`src/design/jdc_pkg.sv`:
```
// ----------------------------------------------------------------------------
// jdc_pkg: shared types and constants for the joystick conditioning block
// Register map, reset values and the sequencer state encoding.
// ----------------------------------------------------------------------------
package jdc_pkg;

  localparam int unsigned CfgWidth = 7;
  localparam int unsigned RootBits = 15;

  localparam logic [1:0] REG_DEAD_ZONE     = 2'd0;
  localparam logic [1:0] REG_PULL_IN       = 2'd1;
  localparam logic [1:0] REG_MAX_MAGNITUDE = 2'd2;

  localparam logic [CfgWidth-1:0] DEAD_ZONE_RST     = 7'd8;
  localparam logic [CfgWidth-1:0] PULL_IN_RST       = 7'd6;
  localparam logic [CfgWidth-1:0] MAX_MAGNITUDE_RST = 7'd64;

  localparam logic [3:0] ROOT_MSB = 4'(RootBits - 1);

  typedef enum logic [11:0] {
    S_IDLE  = 12'b0000_0000_0001,
    S_SQX   = 12'b0000_0000_0010,
    S_SQY   = 12'b0000_0000_0100,
    S_SUM   = 12'b0000_0000_1000,
    S_CHK   = 12'b0000_0001_0000,
    S_PA    = 12'b0000_0010_0000,
    S_PN    = 12'b0000_0100_0000,
    S_LOADN = 12'b0000_1000_0000,
    S_TSQ   = 12'b0001_0000_0000,
    S_TMD   = 12'b0010_0000_0000,
    S_TCMP  = 12'b0100_0000_0000,
    S_FIN   = 12'b1000_0000_0000
  } state_t;

endpackage

```
`src/design/joystick_deadzone_and_clamp.sv`:
```
// ----------------------------------------------------------------------------
// joystick_deadzone_and_clamp: analog stick dead zone and radial clamp
// Conditions one controller poll per item: dead zone, pull-in, vector length
// limit in Q8.8, plus held and newly pressed button words.
// ----------------------------------------------------------------------------
// One item is taken at a time; in_stall stays high until its result is loaded
// into the output register. A disconnected poll goes straight to the finish
// step. One shared 30x16 multiplier serves the axis squares, the limit square,
// the scaled axis products and a bit-serial 15-bit root search: each result
// bit takes a trial square, a multiply by the divisor and a compare, once for
// the length or once per axis when clamping. The output register lets the
// next item be accepted while a result waits on out_stall.
module joystick_deadzone_and_clamp
  import jdc_pkg::*;
(
  input  logic               clk,
  input  logic               rst,
  input  logic               psel,
  input  logic               penable,
  input  logic               pwrite,
  input  logic [3:0]         paddr,
  input  logic [31:0]        pwdata,
  output logic [31:0]        prdata,
  output logic               pready,
  input  logic               in_valid,
  output logic               in_stall,
  input  logic signed [7:0]  raw_x,
  input  logic signed [7:0]  raw_y,
  input  logic [15:0]        buttons,
  input  logic               connected,
  output logic               out_valid,
  input  logic               out_stall,
  output logic signed [15:0] stick_x,
  output logic signed [15:0] stick_y,
  output logic [14:0]        magnitude,
  output logic [15:0]        held,
  output logic [15:0]        pressed,
  output logic signed [7:0]  raw_x_out,
  output logic signed [7:0]  raw_y_out
);

  state_t state, state_next;

  logic [CfgWidth-1:0] dead_zone, pull_in, max_magnitude;
  logic [15:0]         prev_buttons;

  logic [7:0]          rx, ry, ax, ay;
  logic [15:0]         btn, pressed_r;
  logic                conn, clamp, axis;
  logic [15:0]         s;
  logic [45:0]         prod;
  logic [43:0]         n_val;
  logic [RootBits-1:0] q, qx, t, q_fin;
  logic [3:0]          bitidx;

  logic [29:0]         op_a;
  logic [15:0]         op_b;
  logic [45:0]         mul;
  logic [7:0]          ax_abs, ay_abs, cur_abs;
  logic [15:0]         dval;
  logic                cmp_ok, lim_over, accept, cfg_wr, out_load;
  logic signed [8:0]   cx9, cy9;

  function automatic logic signed [8:0] cond_axis(
    input logic signed [8:0] r,
    input logic signed [8:0] dz,
    input logic signed [8:0] pl
  );
    logic signed [8:0] res;
    if (r >= dz) begin
      res = r - pl;
    end else if (r <= -dz) begin
      res = r + pl;
    end else begin
      res = '0;
    end
    return res;
  endfunction

  assign pready   = 1'b1;
  assign cfg_wr   = psel && penable && pwrite;
  assign in_stall = (state != S_IDLE);
  assign accept   = in_valid && !in_stall;
  assign out_load = (state == S_FIN) && (!out_valid || !out_stall);

  always_comb begin
    unique case (paddr[3:2])
      REG_DEAD_ZONE:     prdata = {25'b0, dead_zone};
      REG_PULL_IN:       prdata = {25'b0, pull_in};
      REG_MAX_MAGNITUDE: prdata = {25'b0, max_magnitude};
      default:           prdata = '0;
    endcase
  end

  assign cx9 = cond_axis({raw_x[7], raw_x}, {2'b0, dead_zone}, {2'b0, pull_in});
  assign cy9 = cond_axis({raw_y[7], raw_y}, {2'b0, dead_zone}, {2'b0, pull_in});

  assign ax_abs  = ax[7] ? (~ax + 8'd1) : ax;
  assign ay_abs  = ay[7] ? (~ay + 8'd1) : ay;
  assign cur_abs = axis ? ay_abs : ax_abs;
  assign dval    = clamp ? s : 16'd1;
  assign t       = q | (RootBits'(1) << bitidx);
  assign cmp_ok  = prod <= {2'b0, n_val};
  assign q_fin   = cmp_ok ? t : q;
  assign lim_over = s > {2'b0, prod[13:0]};

  // shared multiplier operand select
  always_comb begin
    op_a = '0;
    op_b = '0;
    unique case (state)
      S_SQX: begin
        op_a = {22'b0, ax_abs};
        op_b = {8'b0, ax_abs};
      end
      S_SQY: begin
        op_a = {22'b0, ay_abs};
        op_b = {8'b0, ay_abs};
      end
      S_SUM: begin
        op_a = {23'b0, max_magnitude};
        op_b = {9'b0, max_magnitude};
      end
      S_PA: begin
        op_a = {22'b0, cur_abs};
        op_b = {9'b0, max_magnitude};
      end
      S_PN: begin
        op_a = {15'b0, prod[14:0]};
        op_b = {1'b0, prod[14:0]};
      end
      S_TSQ: begin
        op_a = {15'b0, t};
        op_b = {1'b0, t};
      end
      S_TMD: begin
        op_a = prod[29:0];
        op_b = dval;
      end
      default: begin
        op_a = '0;
        op_b = '0;
      end
    endcase
  end

  assign mul = {16'b0, op_a} * {30'b0, op_b};

  always_comb begin
    state_next = state;
    unique case (state)
      S_IDLE:  if (accept) begin
        state_next = connected ? S_SQX : S_FIN;
      end
      S_SQX:   state_next = S_SQY;
      S_SQY:   state_next = S_SUM;
      S_SUM:   state_next = S_CHK;
      S_CHK:   state_next = lim_over ? S_PA : S_TSQ;
      S_PA:    state_next = S_PN;
      S_PN:    state_next = S_LOADN;
      S_LOADN: state_next = S_TSQ;
      S_TSQ:   state_next = S_TMD;
      S_TMD:   state_next = S_TCMP;
      S_TCMP: begin
        if (bitidx != 4'd0) begin
          state_next = S_TSQ;
        end else if (clamp && !axis) begin
          state_next = S_PA;
        end else begin
          state_next = S_FIN;
        end
      end
      S_FIN:   if (out_load) begin
        state_next = S_IDLE;
      end
      default: state_next = S_IDLE;
    endcase
  end

  always_ff @(posedge clk) begin
    if (rst) begin
      state         <= S_IDLE;
      out_valid     <= 1'b0;
      prev_buttons  <= '0;
      dead_zone     <= DEAD_ZONE_RST;
      pull_in       <= PULL_IN_RST;
      max_magnitude <= MAX_MAGNITUDE_RST;
    end else begin
      state <= state_next;
      if (out_load) begin
        out_valid <= 1'b1;
      end else if (!out_stall) begin
        out_valid <= 1'b0;
      end
      if (accept) begin
        prev_buttons <= connected ? buttons : 16'd0;
      end
      if (cfg_wr) begin
        unique case (paddr[3:2])
          REG_DEAD_ZONE:     dead_zone     <= pwdata[CfgWidth-1:0];
          REG_PULL_IN:       pull_in       <= pwdata[CfgWidth-1:0];
          REG_MAX_MAGNITUDE: max_magnitude <= pwdata[CfgWidth-1:0];
          default: ;
        endcase
      end
    end
  end

  always_ff @(posedge clk) begin
    unique case (state)
      S_IDLE: if (accept) begin
        rx        <= raw_x;
        ry        <= raw_y;
        ax        <= cx9[7:0];
        ay        <= cy9[7:0];
        btn       <= buttons;
        conn      <= connected;
        pressed_r <= buttons & ~prev_buttons;
      end
      S_SQX: prod <= mul;
      S_SQY: begin
        s    <= prod[15:0];
        prod <= mul;
      end
      S_SUM: begin
        s    <= s + prod[15:0];
        prod <= mul;
      end
      S_CHK: begin
        clamp  <= lim_over;
        axis   <= 1'b0;
        n_val  <= {12'b0, s, 16'b0};
        q      <= '0;
        bitidx <= ROOT_MSB;
      end
      S_PA: prod <= mul;
      S_PN: prod <= mul;
      S_LOADN: begin
        n_val  <= {prod[27:0], 16'b0};
        q      <= '0;
        bitidx <= ROOT_MSB;
      end
      S_TSQ: prod <= mul;
      S_TMD: prod <= mul;
      S_TCMP: begin
        q <= q_fin;
        if (bitidx != 4'd0) begin
          bitidx <= bitidx - 4'd1;
        end else if (clamp && !axis) begin
          qx   <= q_fin;
          axis <= 1'b1;
        end
      end
      S_FIN: if (out_load) begin
        if (!conn) begin
          stick_x   <= '0;
          stick_y   <= '0;
          magnitude <= '0;
          held      <= '0;
          pressed   <= '0;
          raw_x_out <= '0;
          raw_y_out <= '0;
        end else begin
          if (clamp) begin
            stick_x   <= ax[7] ? (~{1'b0, qx} + 16'd1) : {1'b0, qx};
            stick_y   <= ay[7] ? (~{1'b0, q} + 16'd1) : {1'b0, q};
            magnitude <= {max_magnitude, 8'b0};
          end else begin
            stick_x   <= {ax, 8'b0};
            stick_y   <= {ay, 8'b0};
            magnitude <= q;
          end
          held      <= btn;
          pressed   <= pressed_r;
          raw_x_out <= rx;
          raw_y_out <= ry;
        end
      end
      default: ;
    endcase
  end

  a_out_from_fin: assert property (@(posedge clk) disable iff (rst)
    $rose(out_valid) |-> $past(state == S_FIN))
    else $error("result appeared without a finish step");

  a_accept_busy: assert property (@(posedge clk) disable iff (rst)
    accept |=> in_stall)
    else $error("block did not go busy after taking an item");

  a_root_bound: assert property (@(posedge clk) disable iff (rst)
    (state == S_TCMP && clamp && cmp_ok) |-> (t <= {max_magnitude, 8'b0}))
    else $error("scaled axis exceeds the length limit");

  a_root_loop: assert property (@(posedge clk) disable iff (rst)
    (state == S_TCMP && bitidx != 4'd0) |=> (state == S_TSQ))
    else $error("root search left before its last bit");

endmodule

```
`config.mk`:
```
export PLATFORM = sky130hd
export DESIGN_NAME = joystick_deadzone_and_clamp
export DESIGN_NICKNAME = d
export VERILOG_FILES = /design/src/design/jdc_pkg.sv /design/src/design/joystick_deadzone_and_clamp.sv
export SDC_FILE = /design/constraint.sdc
export NUM_CORES = 2
export LEC_CHECK = 0
export BUFFER_PORTS_ARGS = -buffer_cell sky130_fd_sc_hd__buf_2
export CAP_MARGIN = 30
export CELL_PAD_IN_SITES_DETAIL_PLACEMENT = 1
export CELL_PAD_IN_SITES_GLOBAL_PLACEMENT = 2
export CORE_AREA = 2 2 278 307
export CTS_BUF_LIST = sky130_fd_sc_hd__clkbuf_8
export DETAILED_ROUTE_END_ITERATION = 8
export DIE_AREA = 0 0 280 309
export PLACE_DENSITY = 0.82
export SYNTH_ARGS = -nofsm -noshare
export SYNTH_HDL_FRONTEND = slang
export SYNTH_SLANG_ARGS = --single-unit
```
`constraint.sdc`:
```
create_clock -name clk -period 11.4 [get_ports clk]
set_clock_uncertainty 0.05 [all_clocks]
set_input_delay 1.14 -clock clk [delete_from_list [all_inputs] [get_ports clk]]
set_output_delay 1.14 -clock clk [all_outputs]
set_load 0.05 [all_outputs]
```
==> results.tsv <==
metric	value	unit
reg2reg_from	state[9]$_SDFFE_PP0P_	
area_growth	9.38	%
drcViolationCount	0	
drv_cap	0	
synth_cell_type_count	76	
worstPathMaxFanout	34	
p_leak	0.0163	uW
synth_area	33100	um^2
antenna_found_initial	2	
synth_edf_count	286	
ios	206	
cts_tree	done	
vdd_ir_drop_max	0.0964	mV
final_hold_viol_count	0	
yosysMostFrequentCell	inv_1	
p_per_area	76.0	nW/um^2
synth.ff_latch_count	336	
cp_slowest_stage_delay	0.84	ns
drive_above_1_share	9.36	%
relSlewSlack	31.0	%
vias_per_cell	5.29	
core_area	83200	um^2
io_buffer_count	152	
crit_path_start_kind	flop	
final_util	43.5	%
overflow	0	
cpMaxStageDelayCell	a221o_2	
cts.sinks	336	
required	11.76	ns
dieArea	86500	um^2
drt_iter0_drc	1508	
place_congestion	0.867	
cts-hold-fix-buffers	0	
grt_pass1_vias	26925	
avgSynthCellArea	9.55	um^2
fin_crit	10.06	ns
die_y	309	um
fp.dieW	280	um
hold_path_depth	2	
cpMostUsedCell	fa_1	
yosys-top-cells-count	inv_1, nand2_1, fa_1	
ys.flop_type	edfxtp_1	
synthTopCellsByArea	edfxtp_1, fa_1, ha_1	
fin_tns_setup	0	ns
crit_path_end_kind	flop	
grt.total_usage	23.9	%
wire_per_inst	21.5	um
ant_nets	0	
grt_max_degree	66	
async_reset_ff_share	0	%
ys_warn_count	0	
grt_first_pass_wirelength	158000	um
hpwl	80300	um
yosysTopAreaCellShare	26.0	%
synth_top_cell_by_area	edfxtp_1	
critical_path_class	flop to flop	
rr_worst_depth	28	
reg2reg_setup_slack	1.34	ns
hold_class	flop to flop	
crit_arrival	10.43	ns
cts.clk_slew.worst_paths	0.06	ns
cts_inserted_buffers	60	
p_total	2750	uW
worst_pin_slew	1.03	ns
insertion_delay	0.68	ns
outcome	complete, no violations	
first_pass_iters	5	
start_util	39.7	%
setup_viol	0	
yosysSeqAreaShare	29.0	%
clockBufferDepth	3	
wirelength	102000	um
hold-path-endpoint	prev_buttons[13]$_SDFFE_PP0P_	
hold_start	prev_buttons[13]$_SDFFE_PP0P_	
postCtsSetupRepairBufs	0	
worst_r2r_endpoint	prod[45]$_DFFE_PN_	
post_cts_resized	0	
final_max_slew_viol_count	0	
cts-root-buf	clkbuf_8	
nets	4308	
period_share	88.3	%
vias	24941	
grt_setup_unrepaired	no	
fmax	0.0994	GHz
htreeDepth	2	
row_count	111	
synthCells	3463	
[registers in the layout, indices dropped and copies added, names as in the netlist, 8 cells and up]
register	count
stick_x	16
ax	8
ry	8
prod	46
s	16
ay	8
magnitude	15
raw_x_out	8
qx	15
btn	16
pressed	16
state	12
rx	8
q	15
stick_y	16
prev_buttons	16
raw_y_out	8
pressed_r	16
held	16
n_val	28
[cell families after synthesis]
| logic type | Yosys count | synth area share [%] |
|---|---|---|
| other cells | 2 | 0.0227 |
| compound gates | 488 | 9.83 |
| flops | 336 | 29.0 |
| simple gates | 1134 | 15.6 |
| xor+xnor | 97 | 2.57 |
| mux | 36 | 1.09 |
| buf+inv | 732 | 8.79 |
| fa+ha+maj | 638 | 33.1 |
[critical path: cells and delay by family (launching register included)]
family                   cells  cell delay (ns)
AND/OR/NAND/NOR              6             2.33
XOR/XNOR                     1             0.08
buffers and inverters        5             0.28
flip-flops                   1             0.34
AO/OA/AOI/OAI                9             3.26
adder cells (fa/ha/maj)      7             3.44
[routing by layer]
metal | routed length (um) | track usage [%] | vias to the layer above
li1 | - | - | 11443
met1 | 43400 | 31.3 | 12757
met2 | 50200 | 41.1 | 593
met3 | 5040 | 3.30 | 148
met4 | 2930 | 7.18 | 0
met5 | 0 | 0 | -
[where the power goes]
part | total, uW | internal (uW) | switching [uW]
logic | 263 | 82.2 | 181
clock network | 1080 | 551 | 532
registers | 1400 | 1370 | 30.7
total | 2750 | 2000 | 743
[layout make-up]
| type | instances | area [um^2] |
|---|---|---|
| clock buffer | 65 | 895 |
| timing repair buffer | 215 | 1250 |
| multi-input combinational | 2419 | 20700 |
| sequential | 336 | 9590 |
| tap | 1073 | 1340 |
| inverter | 562 | 2110 |
| clock inverter | 47 | 243 |
| fill | 9560 | 47000 |
| antenna | 2 | 5.00 |
[through the flow]
| step | hold WS (ns) | setup slack [ns] | instances | area, um^2 |
|---|---|---|---|---|
| final | 0.406 | 1.34 | 4719 | 36200 |
| after global routing | 0.433 | 0.771 | 4719 | 36200 |
| after CTS | 0.406 | 1.47 | 4715 | 36100 |
| after detailed placement | 0.398 | 1.51 | 4603 | 35000 |
| after global placement | 0.389 | 1.59 | 4599 | 35000 |
| after floorplan | 0.382 | 3.42 | 3487 | 33100 |
[worst max path at each step]
| stage | startpoint | endpoint | cells past startpoint |
|---|---|---|---|
| after global routing | state[9]$_SDFFE_PP0P_ | prod[45]$_DFFE_PN_ | 28 |
| final | state[9]$_SDFFE_PP0P_ | prod[45]$_DFFE_PN_ | 28 |
| after detailed placement | state[10]$_SDFFE_PP0P_ | prod[45]$_DFFE_PN_ | 28 |
| after floorplan | state[9]$_SDFFE_PP0P_ | prod[45]$_DFFE_PN_ | 31 |
| after global placement | state[10]$_SDFFE_PP0P_ | prod[45]$_DFFE_PN_ | 28 |
| after CTS | state[9]$_SDFFE_PP0P_ | prod[45]$_DFFE_PN_ | 28 |
[cell usage in the layout (no fill, tap or decap), types with 26 or more instances in the layout]
| cell | n |
|---|---|
| buf_4 | 59 |
| inv_1 | 589 |
| buf_2 | 154 |
| xnor2_1 | 50 |
| nand3_1 | 44 |
| ha_1 | 243 |
| nand2_1 | 494 |
| and2_1 | 96 |
| nor3_1 | 28 |
| mux2i_1 | 35 |
| fa_1 | 395 |
| dfxtp_1 | 50 |
| a21oi_1 | 141 |
| conb_1 | 26 |
| xor2_1 | 47 |
| a21o_1 | 52 |
| clkbuf_8 | 65 |
| nor2_1 | 291 |
| nor2b_1 | 42 |
| o21ai_0 | 95 |
| edfxtp_1 | 286 |
Note: power is estimated with default switching activity, not from simulation.
